## src/scf_pkg.sv

```systemverilog
// Shared constants and types for the SLIP capture framer.
package scf_pkg;

    localparam logic [1:0] MODE_HDR = 2'd0;
    localparam logic [1:0] MODE_PAY = 2'd1;
    localparam logic [1:0] MODE_END = 2'd2;

    localparam logic [7:0] SLIP_END     = 8'hc0;
    localparam logic [7:0] SLIP_ESC     = 8'hdb;
    localparam logic [7:0] SLIP_ESC_END = 8'hdc;
    localparam logic [7:0] SLIP_ESC_ESC = 8'hdd;

    localparam int REC_BYTES = 16;
    localparam int IDX_W     = $clog2(REC_BYTES);
    localparam int Q_DEPTH   = 2;
    localparam int Q_PTR_W   = $clog2(Q_DEPTH);
    localparam int Q_CNT_W   = $clog2(Q_DEPTH + 1);

    typedef logic [7:0] t_byte;

    typedef struct packed {
        logic                     raw;
        logic [IDX_W-1:0]         last_idx;
        t_byte [REC_BYTES-1:0]    data;
    } t_cmd;

    typedef struct packed {
        logic push;
        t_cmd cmd;
    } t_push;

    typedef struct packed {
        logic valid;
        t_cmd cmd;
    } t_head;

endpackage

```

## src/scf_in_if.sv

```systemverilog
// Input request channel of the SLIP capture framer.
interface scf_in_if;
    logic        valid;
    logic        ready;
    logic [1:0]  mode;
    logic [7:0]  payload_byte;
    logic [31:0] packet_length;
    logic [7:0]  link_quality;
    logic [63:0] capture_time_us;

    modport source (
        output valid, mode, payload_byte, packet_length, link_quality, capture_time_us,
        input  ready
    );
    modport sink (
        input  valid, mode, payload_byte, packet_length, link_quality, capture_time_us,
        output ready
    );
endinterface

```

## src/scf_out_if.sv

```systemverilog
// Output byte channel of the SLIP capture framer.
interface scf_out_if;
    logic       valid;
    logic       ready;
    logic [7:0] out_byte;
    logic       last_of_run;

    modport source (
        output valid, out_byte, last_of_run,
        input  ready
    );
    modport sink (
        input  valid, out_byte, last_of_run,
        output ready
    );
endinterface

```

## src/slip_capture_framer_unit.sv

```systemverilog
// Top level of the SLIP capture framer.
//
// Usage:
//   i_in  : request channel. mode 0 carries a header (length, quality,
//           timestamp), mode 1 one payload byte, mode 2 a frame end marker.
//           Mode 3 requests are accepted and give no output.
//   o_out : one stuffed serial byte per transfer; last_of_run marks the
//           final byte that belongs to a request.
// Path: an accepted request is first written into the record queue; its
//   first byte is then loaded into the output register when the output is free.
// Throughput: the back end emits one byte per cycle unless o_out stalls;
//   a request yields 1 byte for an end marker, 1 or 2 for a payload
//   byte and 16 to 32 for a header. The two-entry record queue lets
//   the input keep taking requests while the back end works.
// Reset: synchronous, active low; empties the queue and the output
//   register. Nothing else is held across requests.
// Stall: when o_out.ready is low the output register holds its byte, the
//   back end stops, and i_in.ready falls once the queue is full.
module slip_capture_framer_unit (
    input  logic       i_clk,
    input  logic       i_rst_n,
    scf_in_if.sink     i_in,
    scf_out_if.source  o_out
);
    import scf_pkg::*;

    t_push w_push;
    t_head w_head;
    logic  w_full;
    logic  w_pop;

    scf_front u_front (
        .i_in   (i_in),
        .i_full (w_full),
        .o_push (w_push)
    );

    scf_queue u_queue (
        .i_clk   (i_clk),
        .i_rst_n (i_rst_n),
        .i_push  (w_push),
        .i_pop   (w_pop),
        .o_full  (w_full),
        .o_head  (w_head)
    );

    scf_back u_back (
        .i_clk   (i_clk),
        .i_rst_n (i_rst_n),
        .i_head  (w_head),
        .o_pop   (w_pop),
        .o_out   (o_out)
    );

endmodule

```

## src/scf_front.sv

```systemverilog
// Front end: accept requests and build byte records for the queue.
module scf_front (
    scf_in_if.sink          i_in,
    input  logic            i_full,
    output scf_pkg::t_push  o_push
);
    import scf_pkg::*;

    t_cmd w_cmd;
    logic w_known;

    always_comb begin
        w_cmd   = '0;
        w_known = 1'b1;
        case (i_in.mode)
            MODE_HDR: begin
                w_cmd.raw      = 1'b0;
                w_cmd.last_idx = IDX_W'(REC_BYTES - 1);
                w_cmd.data     = {i_in.packet_length, i_in.link_quality, 24'h0,
                                  i_in.capture_time_us};
            end
            MODE_PAY: begin
                w_cmd.raw                 = 1'b0;
                w_cmd.last_idx            = '0;
                w_cmd.data[REC_BYTES-1]   = i_in.payload_byte;
            end
            MODE_END: begin
                w_cmd.raw                 = 1'b1;
                w_cmd.last_idx            = '0;
                w_cmd.data[REC_BYTES-1]   = SLIP_END;
            end
            default: begin
                w_known = 1'b0;
            end
        endcase
    end

    // drop unused mode codes at the door
    assign i_in.ready  = !i_full;
    assign o_push.push = i_in.valid && !i_full && w_known;
    assign o_push.cmd  = w_cmd;

endmodule

```

## src/scf_queue.sv

```systemverilog
// Short queue of byte records between front and back end.
module scf_queue (
    input  logic            i_clk,
    input  logic            i_rst_n,
    input  scf_pkg::t_push  i_push,
    input  logic            i_pop,
    output logic            o_full,
    output scf_pkg::t_head  o_head
);
    import scf_pkg::*;

    t_cmd               r_mem [Q_DEPTH];
    logic [Q_PTR_W-1:0] r_wr;
    logic [Q_PTR_W-1:0] r_rd;
    logic [Q_CNT_W-1:0] r_cnt;
    logic [Q_PTR_W-1:0] n_wr;
    logic [Q_PTR_W-1:0] n_rd;
    logic [Q_CNT_W-1:0] n_cnt;
    logic               w_pop;

    assign o_full       = (r_cnt == Q_CNT_W'(Q_DEPTH));
    assign o_head.valid = (r_cnt != '0);
    assign o_head.cmd   = r_mem[r_rd];
    assign w_pop        = i_pop && o_head.valid;

    always_comb begin
        n_wr  = r_wr;
        n_rd  = r_rd;
        n_cnt = r_cnt;
        if (i_push.push) begin
            n_wr = (r_wr == Q_PTR_W'(Q_DEPTH - 1)) ? '0 : r_wr + 1'b1;
        end
        if (w_pop) begin
            n_rd = (r_rd == Q_PTR_W'(Q_DEPTH - 1)) ? '0 : r_rd + 1'b1;
        end
        if (i_push.push && !w_pop) begin
            n_cnt = r_cnt + 1'b1;
        end else if (!i_push.push && w_pop) begin
            n_cnt = r_cnt - 1'b1;
        end
    end

    always_ff @(posedge i_clk) begin
        if (!i_rst_n) begin
            r_wr  <= '0;
            r_rd  <= '0;
            r_cnt <= '0;
        end else begin
            r_wr  <= n_wr;
            r_rd  <= n_rd;
            r_cnt <= n_cnt;
        end
    end

    always_ff @(posedge i_clk) begin
        if (i_push.push) begin
            r_mem[r_wr] <= i_push.cmd;
        end
    end

endmodule

```

## src/scf_back.sv

```systemverilog
// Back end: walk record bytes, stuff them and drive the output register.
module scf_back (
    input  logic            i_clk,
    input  logic            i_rst_n,
    input  scf_pkg::t_head  i_head,
    output logic            o_pop,
    scf_out_if.source       o_out
);
    import scf_pkg::*;

    logic [IDX_W-1:0] r_idx;
    logic             r_esc;
    logic             r_ov;
    t_byte            r_byte;
    logic             r_last;
    logic [IDX_W-1:0] n_idx;
    logic             n_esc;
    t_byte            w_cur;
    t_byte            w_byte;
    logic             w_need_esc;
    logic             w_done;
    logic             w_last;
    logic             w_step;

    assign w_cur      = i_head.cmd.data[~r_idx];
    assign w_need_esc = !i_head.cmd.raw && ((w_cur == SLIP_END) || (w_cur == SLIP_ESC));
    assign w_done     = r_esc || !w_need_esc;
    assign w_last     = w_done && (r_idx == i_head.cmd.last_idx);
    assign w_step     = i_head.valid && (!r_ov || o_out.ready);
    assign o_pop      = w_step && w_last;

    always_comb begin
        if (r_esc) begin
            w_byte = (w_cur == SLIP_END) ? SLIP_ESC_END : SLIP_ESC_ESC;
        end else if (w_need_esc) begin
            w_byte = SLIP_ESC;
        end else begin
            w_byte = w_cur;
        end
    end

    always_comb begin
        n_idx = r_idx;
        n_esc = r_esc;
        if (w_step) begin
            if (w_done) begin
                n_esc = 1'b0;
                n_idx = w_last ? '0 : r_idx + 1'b1;
            end else begin
                n_esc = 1'b1;
            end
        end
    end

    always_ff @(posedge i_clk) begin
        if (!i_rst_n) begin
            r_idx <= '0;
            r_esc <= 1'b0;
            r_ov  <= 1'b0;
        end else begin
            r_idx <= n_idx;
            r_esc <= n_esc;
            if (w_step) begin
                r_ov <= 1'b1;
            end else if (o_out.ready) begin
                r_ov <= 1'b0;
            end
        end
    end

    always_ff @(posedge i_clk) begin
        if (w_step) begin
            r_byte <= w_byte;
            r_last <= w_last;
        end
    end

    assign o_out.valid       = r_ov;
    assign o_out.out_byte    = r_byte;
    assign o_out.last_of_run = r_last;

endmodule

```

## src/flat_wrapper.sv

```systemverilog
// flat-port wrapper written by rule: the top's interface ports become plain ports
module slip_capture_framer_unit_flat import scf_pkg::*;
  (i_clk, i_rst_n, i_in_valid, i_in_mode, i_in_payload_byte, i_in_packet_length, i_in_link_quality, i_in_capture_time_us, i_in_ready, o_out_valid, o_out_out_byte, o_out_last_of_run, o_out_ready);
  scf_in_if i_in_i ();
  scf_out_if o_out_i ();
  input  logic i_clk;
  input  logic i_rst_n;
  input wire logic [$bits(i_in_i.valid)-1:0] i_in_valid;
  input wire logic [$bits(i_in_i.mode)-1:0] i_in_mode;
  input wire logic [$bits(i_in_i.payload_byte)-1:0] i_in_payload_byte;
  input wire logic [$bits(i_in_i.packet_length)-1:0] i_in_packet_length;
  input wire logic [$bits(i_in_i.link_quality)-1:0] i_in_link_quality;
  input wire logic [$bits(i_in_i.capture_time_us)-1:0] i_in_capture_time_us;
  output wire logic [$bits(i_in_i.ready)-1:0] i_in_ready;
  output wire logic [$bits(o_out_i.valid)-1:0] o_out_valid;
  output wire logic [$bits(o_out_i.out_byte)-1:0] o_out_out_byte;
  output wire logic [$bits(o_out_i.last_of_run)-1:0] o_out_last_of_run;
  input wire logic [$bits(o_out_i.ready)-1:0] o_out_ready;
  assign i_in_i.valid = i_in_valid;
  assign i_in_i.mode = i_in_mode;
  assign i_in_i.payload_byte = i_in_payload_byte;
  assign i_in_i.packet_length = i_in_packet_length;
  assign i_in_i.link_quality = i_in_link_quality;
  assign i_in_i.capture_time_us = i_in_capture_time_us;
  assign i_in_ready = i_in_i.ready;
  assign o_out_valid = o_out_i.valid;
  assign o_out_out_byte = o_out_i.out_byte;
  assign o_out_last_of_run = o_out_i.last_of_run;
  assign o_out_i.ready = o_out_ready;
  slip_capture_framer_unit u_core (.i_clk(i_clk), .i_rst_n(i_rst_n), .i_in(i_in_i), .o_out(o_out_i));
endmodule
```

## config.mk

```make
export PLATFORM = sky130hd
export DESIGN_NAME = slip_capture_framer_unit_flat
export DESIGN_NICKNAME = d
export VERILOG_FILES = /design/src/scf_pkg.sv /design/src/scf_in_if.sv /design/src/scf_out_if.sv /design/src/slip_capture_framer_unit.sv /design/src/scf_front.sv /design/src/scf_queue.sv /design/src/scf_back.sv /design/src/flat_wrapper.sv
export SDC_FILE = /design/constraint.sdc
export NUM_CORES = 1
export LEC_CHECK = 0
export ABC_AREA = 0
export BUFFER_PORTS_ARGS = -buffer_cell sky130_fd_sc_hd__buf_2
export CORE_MARGIN = 8
export CORE_UTILIZATION = 46
export DETAILED_ROUTE_END_ITERATION = 8
export PLACE_DENSITY_LB_ADDON = 0.1
export SYNTH_ARGS = -nofsm -noshare
export SYNTH_HDL_FRONTEND = slang
export SYNTH_HIERARCHICAL = 1
export SYNTH_SLANG_ARGS = --single-unit
export TNS_END_PERCENT = 30
```

## constraint.sdc

```tcl
create_clock -name i_clk -period 9.2 [get_ports i_clk]
set_input_delay 0 -clock i_clk [delete_from_list [all_inputs] [get_ports i_clk]]
set_output_delay 0 -clock i_clk [all_outputs]
set_load 0.1 [all_outputs]
```

* Word-level counts from Yosys, hierarchy flattened
Memories as Yosys holds them, arrays and structs flattened. A register that Yosys moved wholly into a read port is not among the register bits. Cells that the tools add are included.
Cells by class: multiplexer cells 20, equality and inequality tests 6, order comparisons 1, reduce and logical (&&, ||, !) cells 24, bitwise logic cells 1, $add $sub $neg 5
Operators with widths (number):
- 120-bit 2-to-1 mux | 1
- 13-bit case mux with 3 select lines | 1
- 8-bit binary-select mux with 4-bit select | 1
- 8-bit 2-to-1 mux | 3
- 8-bit == test (second input constant) | 2
- 1-bit 2-to-1 mux | 11
- 1-bit logical AND | 9
- 1-bit zero test | 6
- 2-bit nonzero test | 3
- 4-bit by 5-bit < comparator with 1-bit output (second input constant) | 1
- 4-bit by 1-bit adder with 4-bit output (second input constant) | 1
- 2-bit == test (second input constant) | 2
- 4-bit == test | 1
- 2-bit 2-to-1 mux | 2
- 4-bit 2-to-1 mux | 1
- 4-bit inverter | 1
- 1-bit logical OR | 3
- 3-bit OR reduction | 1
- 1-bit adder (second input constant) | 2
- 2-bit by 1-bit adder with 2-bit output (second input constant) | 1
- 2-bit by 1-bit == test with 1-bit output (second input constant) | 1
- 2-bit zero test | 1
- 2-bit AND reduction | 1
- 2-bit by 1-bit subtractor with 2-bit output (second input constant) | 1
Word-level totals: input port bits 118, logic and storage cells 66, memories 1, output and inout bits 11, flip-flop bits (word level) 19, RAM bits 266
Memory list:
- u_core.u_queue.r_mem | depth 2, bits a word 133, rd ports 1, clocked after memory_dff 1, wr ports 1, line scf_queue.sv:12 | t_cmd r_mem [Q_DEPTH];

* Logic depth before layout (Yosys ltp)
Gate-level depths: netlist (run 1).
word-level depth 14, mapped depth 15, mapped depth without buffers 12

* Hierarchy
Netlist (run 1), hierarchy kept.
By module, submodules not included:
- scf_queue | seq. area each 8087.8 µm², cells each 436, area an instance 10099.7 µm², times used 1
- scf_back | seq. area each 390.4 µm², cells each 141, area an instance 1720.4 µm², times used 1
- scf_front | seq. area each 0.0 µm², cells each 159, area an instance 1034.7 µm², times used 1

* Worst setup path after synthesis (run 1)
No wires, ideal clock.
path type register to register, start register u_core.u_queue.r_cnt[0], end memory u_core/u_queue/r_mem[0][0] (netlist bit), enable pin, buffers on the path 0, data required time 8.557 ns, data arrival time 7.262 ns, slack 1.295 ns, period minus slack after synthesis 7.905 ns, stages on the path, launching flop included 5, library setup time 0.643 ns, path through dfxtp_1 > nor2b_1 > inv_1 > and3_1 > nor2b_1
RTL lines:
- start: declaration | line scf_queue.sv:15 | logic [Q_CNT_W-1:0] r_cnt;
- start signal: assignment | line scf_queue.sv:51 | r_cnt <= n_cnt;
- end: declaration | line scf_queue.sv:12

==> flow_summary.toml, run 1 <==
[cells_and_area]
ratio_of_cells_with_drive_above_1_in_the_final_layout_pct = 36.2
nFillCells = 2200
area_growth_pct = 23.2
seqCellArea_um2 = 8480
final_cells = 1379
utilization_pct = 57.3
layout.nets = 1096
area_occupied_by_multi_input_gates_um2 = 3960
antenna_cells_inserted = 0
post-route-cell-area_um2 = 15800

[clock_network]
cts_tree = "done"
clockBufferDepth = 3
clkSinkCount = 286
cts_post_setup_buffers_inserted = 0
cts_resizes = 0
worst_setup_hold_path_clk_slew_ns = 0.06
clock_tree.htree_level_count = 1
clk_tree_root_cell = "sky130_fd_sc_hd__clkbuf_16"
cts_hold_repair.buffers = 116
numCtsBuffers = 31
clk-insertion-delay-late_ns = 0.56

[floorplanning]
die_height_um = 183
initial_core_util_pct = 46.5
die_area_um2 = 33600
core.rowCount = 61
die_x_um = 183
core_um2 = 27600
boundaryPins = 129

[yosys]
netlist_instances = 736
yosys_warnings = 6
ys_top_cells_by_count = "275 x sky130_fd_sc_hd__edfxtp_1, 101 x sky130_fd_sc_hd__and2_1, 70 x sky130_fd_sc_hd__mux2_4"
postSynth.asyncResetShare_pct = 0
syn_area_per_cell_um2 = 17.5
synth_cell_types = 47
top_area_cell_type_share_of_the_netlist_area_pct = 64.2
synth_most_common_cell = "sky130_fd_sc_hd__edfxtp_1"
synth.cell_area_um2 = 12900
yosys_register_bits = 286
synth_enable_flop_cells = 275
sequential_share_of_the_synthesized_area_pct = 66.0
synth.largest_area_cell = "sky130_fd_sc_hd__edfxtp_1"
synth_area_leaders = "sky130_fd_sc_hd__edfxtp_1 64%, sky130_fd_sc_hd__mux2_4 8.2%, sky130_fd_sc_hd__mux4_2 5.6%"
synth_flop_cell = "sky130_fd_sc_hd__edfxtp_1"

[global_route]
grt_pass1_wl_mm = 40.9
antenna_found_initial = 0
grt_start_max_net_pins = 71
grt_pass1_vias = 7413
grt_util_all_layers_pct = 15.4
grt-ovfl-total = 0

[place]
routabilityCongestion = 0.780
placed_standard_cell_area_um2 = 13600
post-dp-hpwl_mm = 16.2
placedCellCount = 1205
port_buffers = 128

[drt]
wl_per_cell_um = 18.7
drt_first_iter_violations = 368
vias = 6709
postRouteAntennaNets = 0
routed_wl_mm = 25.8
drc = 0
routed_via_density = 4.87
dr.pass1.iters = 4

[timing]
whs_ns = 0.0268
timing.slew.headroom_pct = 33.0
final.min_clock_period_ns = 4.62
fin_skew_ns = 0.0228
rsz0062_at_grt = "no"
drv_slew = 0
fin_crit_sh_pct = 50.2
timing.fmax_mhz = 216
hold_violations = 0
sum_of_negative_setup_slack_ns = 0
worst-slew-pin-transition_ns = 1.00
setup_viol = 0

[critical_path]
worstPathMaxFanout = 51
crit_arrival_ns = 5.12
worstSetupEndpointType = "flip-flop"
criticalPathCategory = "reg -> reg"
required_time_at_the_worst_slack_endpoint_ns = 9.69
worstSetupStartpointType = "flip-flop"

[hold_path]
worstHoldPathType = "in -> reg"

[status]
status = "finished, final reports clean"

[flow_run]
max_cap_violations = 0

[power_and_ir_drop]
max-vdd-ir-drop_v = 0.000151
power_density_nw_per_um2 = 211
power.static_leakage_nw = 5.80
[cell type report]
cell class | instances | area share, %
Clock buffer | 34 | 4.97
Clock inverter | 24 | 1.58
Inverter | 4 | 0.0948
Multi-Input combinational cell | 401 | 25.0
Sequential cell | 286 | 53.6
Tap cell | 378 | 2.99
Timing Repair Buffer | 252 | 11.8
[cell families (layout without fill, tap and decap cells)]
family                   Yosys count  count (layout)  synth area share, %
other                              1              24               0.0292
AO/OA/AOI/OAI                     33              33                 1.94
XOR/XNOR                           7               7                0.477
multiplexers                     172             172                 19.8
adder cells (fa/ha/maj)            2               2                0.195
AND/OR/NAND/NOR                  163             163                 7.59
buffers and inverters             72             314                 3.97
flip-flops                       286             286                 66.0
[final timing paths]
kind                            from                            to  slack [ns]  cells past startpoint
min reg2reg  u_core/u_queue/r_cnt[1]       u_core/u_queue/r_cnt[1]        0.52                      2
max reg2reg                flip-flop       u_core/u_queue/r_cnt[1]        4.58                     12
min           i_in_packet_length[25]  u_core/u_queue/r_mem[0][121]        0.03                      3
max                        flip-flop       u_core/u_queue/r_cnt[1]        4.58                     12
[registers in the layout (all words and copies together) (netlist names), named ones only]
signal	count
u_core/u_queue/r_mem	266
u_core/u_back/o_out.out_byte	8
u_core/u_back/r_idx	4
u_core/u_queue/r_cnt	2
u_core/u_back/o_out.last_of_run	1
u_core/u_back/o_out.valid	1
u_core/u_back/r_esc	1
u_core/u_queue/r_rd	1
u_core/u_queue/r_wr	1
[placed cells by master, fill, tap and decap left out, drive strengths merged, types with 3 or more instances in the layout]
| cell | synthesis | layout |
|---|---|---|
| dfxtp | 11 | 11 |
| mux2i | 7 | 7 |
| a22o | 8 | 8 |
| dlygate4sd3 | 0 | 116 |
| inv | 4 | 5 |
| clkbuf | 11 | 34 |
| mux2 | 133 | 133 |
| or2 | 4 | 4 |
| xnor2 | 6 | 6 |
| mux4 | 32 | 32 |
| a22oi | 8 | 8 |
| a21oi | 4 | 4 |
| and3 | 3 | 3 |
| o21ai | 3 | 3 |
| bufinv | 0 | 5 |
| nand2 | 13 | 13 |
| and2 | 101 | 101 |
| nand2b | 5 | 5 |
| nor2 | 15 | 15 |
| conb | 1 | 24 |
| edfxtp | 275 | 275 |
| nor2b | 8 | 8 |
| buf | 57 | 136 |
| nor3 | 4 | 4 |
| clkinvlp | 0 | 4 |
| clkinv | 0 | 14 |
| a21boi | 3 | 3 |
[through the flow]
stage | power, mW | worst slack, ns
floorplan | 1.99 | 1.30
global placement | 2.09 | 4.61
detailed placement | 2.10 | 4.56
CTS | 3.39 | 4.54
global route | 3.48 | 4.30
finish | 3.35 | 4.58
[layer usage]
metal	vias up	track usage, %	wire length, um
li1	3235	-	-
met1	3304	20.0	11300
met2	132	26.8	12900
met3	38	2.63	1190
met4	0	3.68	445
met5	-	0	0
[power by group]
group | total [mW] | internal [mW] | switching [mW]
registers | 1.58 | 1.54 | 0.0379
clock network | 1.25 | 0.754 | 0.492
logic | 0.522 | 0.235 | 0.287
[critical path, cell delays in order (launching register included)]
cell	delay [ns]
sky130_fd_sc_hd__dfxtp_4	0.84
sky130_fd_sc_hd__buf_4	0.81
sky130_fd_sc_hd__mux2_2	0.41
sky130_fd_sc_hd__mux4_2	0.45
sky130_fd_sc_hd__a22o_1	0.25
sky130_fd_sc_hd__nor2_1	0.21
sky130_fd_sc_hd__nor4_1	0.11
sky130_fd_sc_hd__o211a_1	0.30
sky130_fd_sc_hd__nor3_1	0.17
sky130_fd_sc_hd__o21ai_1	0.13
sky130_fd_sc_hd__ha_1	0.35
sky130_fd_sc_hd__or3_1	0.36
sky130_fd_sc_hd__a21boi_1	0.13
No activity file was read; power rests on OpenSTA's default activity.
==> run 2, diff against run 1 <==
- clock period: 9.2 -> 4.4 ns (I/O delays scaled with it)
==> run 2 against run 1 <==
Clock skew fell by 0.0057 ns. Fmax rose by 19%. Critical path depth did not move. First-iteration DRC count rose by 19%. Largest cell class unchanged. Total power rose by 110%. Hold slack improved by 0.027 ns. Register-to-register slack got worse by 4.1 ns. Combinational power rose by 120%. Flip-flop and latch count did not move. Largest power group unchanged.
==> flow_summary.toml, run 2 (same netlist as run 1, synthesis figures left out) <==
[status]
status = "finished, final reports clean"

[global_route]
grt_start_max_net_pins = 83
grt_util_all_layers_pct = 15.4
grt_pass1_wl_mm = 40.7
antenna_found_initial = 0
grt-ovfl-total = 0
grt_pass1_vias = 7406

[clock_network]
cts_post_setup_buffers_inserted = 0
clk-insertion-delay-late_ns = 0.55
clkSinkCount = 286
clock_tree.htree_level_count = 1
clockBufferDepth = 3
cts_resizes = 0
numCtsBuffers = 30
cts_hold_repair.buffers = 117
cts_tree = "done"
clk_tree_root_cell = "sky130_fd_sc_hd__clkbuf_16"
worst_setup_hold_path_clk_slew_ns = 0.06

[hold_path]
worstHoldPathType = "in -> reg"
min_delay_worst_endpoint = "u_core/u_queue/r_wr"
hold_crit_depth = 4
min-delay-start = "i_in_valid"

[power_and_ir_drop]
power_density_nw_per_um2 = 434
power.clock.fraction_pct = 35.9
seqPwrFrac_pct = 47.6
max-vdd-ir-drop_v = 0.000315
sw_frac_of_total_pct = 24.5
p_int_mw = 5.21
combinationalPowerShare_pct = 16.5
power.static_leakage_nw = 5.83
power_switching_mw = 1.69
power_consumption_mw = 6.90

[critical_path]
timing.reg2reg.setup_slack_ns = 0.51
criticalPathCategory = "reg -> reg"
required_time_at_the_worst_slack_endpoint_ns = 4.88
rr_worst_depth = 12
worstPathMaxFanout = 39
worstSetupStartpointType = "flip-flop"
worstSetupEndpointType = "flip-flop"
crit_arrival_ns = 4.37
critical_path.reg2reg.endpoint = "u_core/u_queue/r_cnt[1]"

[place]
post-dp-hpwl_mm = 16.5
routabilityCongestion = 0.758
placed_standard_cell_area_um2 = 13800
port_buffers = 128
dpl_worst_slack_ns = 0.575

[drt]
routed_via_density = 4.90
route.met3.wl_mm = 1.50
wl_per_cell_um = 18.8
vias = 6767
postRouteAntennaNets = 0
drc = 0
top_layer = "met4"
routed-wl-met2_mm = 12.8
drt_first_iter_violations = 437
wirelength_met1_mm = 11.4
routed_wl_mm = 26.0
dr.pass1.iters = 4

[flow_run]
max_cap_violations = 0

[timing]
rsz0062_at_grt = "no"
final.min_clock_period_ns = 3.89
drv_slew = 0
setup_viol = 0
fin_skew_ns = 0.0171
hold_violations = 0
setup_slack_ns = 0.514
timing.fmax_mhz = 257
worst-slew-pin-transition_ns = 1.24
timing.slew.headroom_pct = 17.1
fin_crit_sh_pct = 88.3

[cells_and_area]
mostFrequentLayoutCells = "275 x sky130_fd_sc_hd__edfxtp_1, 128 x sky130_fd_sc_hd__buf_2, 117 x sky130_fd_sc_hd__dlygate4sd3_1, 100 x sky130_fd_sc_hd__and2_1, 70 x sky130_fd_sc_hd__mux2_4"
utilization_pct = 57.6
antenna_cells_inserted = 0
ratio_of_cells_with_drive_above_1_in_the_final_layout_pct = 36.2
post-route-cell-area_um2 = 15900
largest-register = "u_core/u_queue/r_mem"
layout.cells.most_common = "sky130_fd_sc_hd__edfxtp_1"
largest_reg_flops = 266
layout.nets = 1100
nFillCells = 2199
area_growth_pct = 23.8

[floorplanning]
die_area_um2 = 33600
core_um2 = 27600
boundaryPins = 129
core.rowCount = 61
die_x_um = 183
die_height_um = 183
initial_core_util_pct = 46.5
-- run 2: cell types whose count changed in the layout (fill, tap and decap cells not counted), sizes merged --
cell	change
bufinv	-2
buf	+4
inv	-1
dlygate4sd3	+1
clkinvlp	-4
clkbuf	+7
clkinv	-3
-- run 2: layer usage --
metal	up-vias	track usage, %
met5	-	0
met4	0	3.35
met3	30	2.91
met2	168	26.1
met1	3326	20.5
li1	3243	-
-- run 2: power groups by stage --
stage | sequential (mW) | clock (mW) | combinational (mW)
global route | 3.30 | 2.65 | 1.22
global placement | 3.34 | 0 | 1.05
floorplan | 3.49 | 0 | 0.653
finish | 3.29 | 2.48 | 1.14
detailed placement | 3.34 | 0 | 1.07
CTS | 3.29 | 2.54 | 1.16
-- run 2: worst max path at each step --
stage                                 start                    endpoint  slack [ns]
floorplan           u_core/u_queue/r_cnt[0]  u_core/u_queue/r_mem[1][0]       -0.57
global placement                  flip-flop     u_core/u_queue/r_cnt[1]        0.58
detailed placement                flip-flop     u_core/u_queue/r_cnt[1]        0.57
CTS                               flip-flop     u_core/u_queue/r_cnt[1]        0.55
global route                      flip-flop     u_core/u_queue/r_cnt[1]        0.35
finish                            flip-flop     u_core/u_queue/r_cnt[1]        0.51
-- run 2: cell type report --
| class | instances | area (um^2) | share of cell area, % |
|---|---|---|---|
| Clock buffer | 41 | 822 | 5.17 |
| Clock inverter | 14 | 154 | 0.967 |
| Inverter | 4 | 15.0 | 0.0944 |
| Multi-Input combinational cell | 401 | 3960 | 24.9 |
| Sequential cell | 286 | 8480 | 53.3 |
| Tap cell | 378 | 473 | 2.97 |
| Timing Repair Buffer | 257 | 2000 | 12.6 |
-- run 2: critical path, stage by stage, from the launching register on --
cell and delay [ns]:
sky130_fd_sc_hd__dfxtp_4 0.53, sky130_fd_sc_hd__buf_12 0.32, sky130_fd_sc_hd__mux2_2 0.39, sky130_fd_sc_hd__mux4_2 0.47, sky130_fd_sc_hd__a22oi_1 0.31, sky130_fd_sc_hd__nand2_1 0.13, sky130_fd_sc_hd__and4bb_1 0.25, sky130_fd_sc_hd__o211a_1 0.21
sky130_fd_sc_hd__nor3_1 0.19, sky130_fd_sc_hd__o21ai_1 0.16, sky130_fd_sc_hd__ha_1 0.37, sky130_fd_sc_hd__or3_1 0.35, sky130_fd_sc_hd__a21boi_1 0.13
-- run 2: stage by stage --
stage	std cells	hold WS (ns)	TNS, ns
6_report	1381	0.0536	0
5_1_grt	1381	0.0605	0
4_1_cts	1381	0.0432	0
3_5_place_dp	1209	0.307	0
3_3_place_gp	1209	0.297	0
2_1_floorplan	759	0.118	-76.47
==> run 3, diff against run 2 <==
- CORE_MARGIN: 8 -> default
==> run 3 against run 2 <==
Die area is 15% lower. First-iteration DRC count is 3.7% lower. Total power is 1.9% lower. Via count is 1.2% higher. Setup slack worse by 0.030 ns. Cell area is 0.56% lower. Largest power group unchanged. Sequential share of layout area is 0.30 points higher. Highest routed layer unchanged. Clock power is 5% lower. Non-clock buffer count is 3 lower.
==> flow_summary.toml, run 3 (same netlist as run 1, synthesis figures left out) <==
[timing]
timing.fmax_mhz = 255
hold_violations = 0
drv_slew = 0
setup_slack_ns = 0.484
fin_crit_sh_pct = 89.0
setup_viol = 0
fin_skew_ns = 0.00868
final.min_clock_period_ns = 3.92
rsz0062_at_grt = "no"
worst-slew-pin-transition_ns = 1.17
timing.slew.headroom_pct = 21.8

[place]
dpl_worst_slack_ns = 0.496
port_buffers = 128
routabilityCongestion = 0.784
post-dp-hpwl_mm = 15.1

[clock_network]
cts_resizes = 0
clockBufferDepth = 3
clk-insertion-delay-late_ns = 0.54
clk_tree_root_cell = "sky130_fd_sc_hd__clkbuf_16"
cts_post_setup_buffers_inserted = 0
numCtsBuffers = 31
clock_tree.htree_level_count = 1
cts_tree = "done"
clkSinkCount = 286
worst_setup_hold_path_clk_slew_ns = 0.06

[power_and_ir_drop]
power_consumption_mw = 6.77
power_density_nw_per_um2 = 428
max-vdd-ir-drop_v = 0.000277
power.static_leakage_nw = 5.79

[floorplanning]
initial_core_util_pct = 47.3
die_height_um = 169
die_area_um2 = 28600
core.rowCount = 60
core_um2 = 27200
die_x_um = 169
boundaryPins = 129

[cells_and_area]
mostFrequentLayoutCells = "275 x sky130_fd_sc_hd__edfxtp_1, 128 x sky130_fd_sc_hd__buf_2, 116 x sky130_fd_sc_hd__dlygate4sd3_1, 100 x sky130_fd_sc_hd__and2_1, 70 x sky130_fd_sc_hd__mux2_4"
ratio_of_cells_with_drive_above_1_in_the_final_layout_pct = 35.8
largest-register = "u_core/u_queue/r_mem"
layout.cells.most_common = "sky130_fd_sc_hd__edfxtp_1"
area_growth_pct = 23.1
largest_reg_flops = 266
layout.nets = 1098
antenna_cells_inserted = 0

[critical_path]
crit_arrival_ns = 4.38
worstSetupStartpointType = "flip-flop"
worstSetupEndpointType = "flip-flop"
worstPathMaxFanout = 23
required_time_at_the_worst_slack_endpoint_ns = 4.87
criticalPathCategory = "reg -> reg"

[drt]
wl_per_cell_um = 18.1
vias = 6846
drc = 0
routed_wl_mm = 24.8
postRouteAntennaNets = 0
drt_first_iter_violations = 421
dr.pass1.iters = 4
routed_via_density = 4.98

[status]
status = "finished, final reports clean"

[global_route]
grt_start_max_net_pins = 82
antenna_found_initial = 0
grt_pass1_vias = 7379
grt_pass1_wl_mm = 38.8
grt-ovfl-total = 0
grt_util_all_layers_pct = 17.6

[hold_path]
worstHoldPathType = "in -> reg"
min-delay-start = "i_in_payload_byte[1]"

[flow_run]
max_cap_violations = 0
run 3: area by class of cell:
| cell class | instances | area [um^2] |
|---|---|---|
| multi-input cells | 401 | 3960 |
| clock buffers | 44 | 875 |
| inverters | 4 | 15.0 |
| well taps | 372 | 465 |
| fillers | 2160 | 11400 |
| clock inverters | 13 | 57.6 |
| flip-flops and latches | 286 | 8480 |
| repair buffers | 254 | 1960 |
run 3: through the flow:
stage,area (um^2),setup TNS (ns),hold slack (ns),utilization [%],cells
3_3_place_gp,13700,0,0.297,50.5,1201
4_1_cts,15800,0,0.00572,58.2,1374
2_1_floorplan,12900,-76.47,0.118,-,759
5_1_grt,15800,0,0.0223,58.2,1374
3_5_place_dp,13700,0,0.304,50.5,1201
6_report,15800,0,0.0252,58.2,1374
run 3: report_power, final:
| part | leakage, nW | switching, mW | internal [mW] |
|---|---|---|---|
| clock | 0.464 | 0.982 | 1.37 |
| sequential | 2.69 | 0.0634 | 3.22 |
| combinational | 2.64 | 0.622 | 0.508 |
run 3: critical path, stage by stage, from the launching register on:
cell and delay [ns]:
sky130_fd_sc_hd__dfxtp_4 0.55, sky130_fd_sc_hd__buf_4 0.40, sky130_fd_sc_hd__mux2_2 0.38, sky130_fd_sc_hd__mux4_2 0.54, sky130_fd_sc_hd__a22oi_1 0.26, sky130_fd_sc_hd__nand2_1 0.11, sky130_fd_sc_hd__and4bb_1 0.26, sky130_fd_sc_hd__o211a_1 0.20
sky130_fd_sc_hd__nor3_1 0.15, sky130_fd_sc_hd__o21ai_1 0.13, sky130_fd_sc_hd__ha_1 0.35, sky130_fd_sc_hd__or3_1 0.36, sky130_fd_sc_hd__a21boi_1 0.14
run 3: final timing paths:
path / to / depth (start not counted) / slack (ns)
max reg2reg: u_core/u_queue/r_cnt[1] / 12 / 0.48
max: u_core/u_queue/r_cnt[1] / 12 / 0.48
min reg2reg: u_core/u_queue/r_cnt[1] / 2 / 0.52
min: u_core/u_queue/r_mem[0][121] / 3 / 0.03
run 3: routing by layer:
metal  vias to the layer above  part of all wire [%]  GRT usage, %
met3                        38                   3.6          2.05
li1                       3226                     -             -
met1                      3438                    45          23.8
met2                       144                    50          30.1
met4                         0                   2.1          4.94
met5                         -                     0             0
run 3: timing repair:
action                                  4_1_cts  5_1_grt
hold endpoints to repair                    219        0
hold buffers                                116        0
endpoints found under the setup margin        0        0
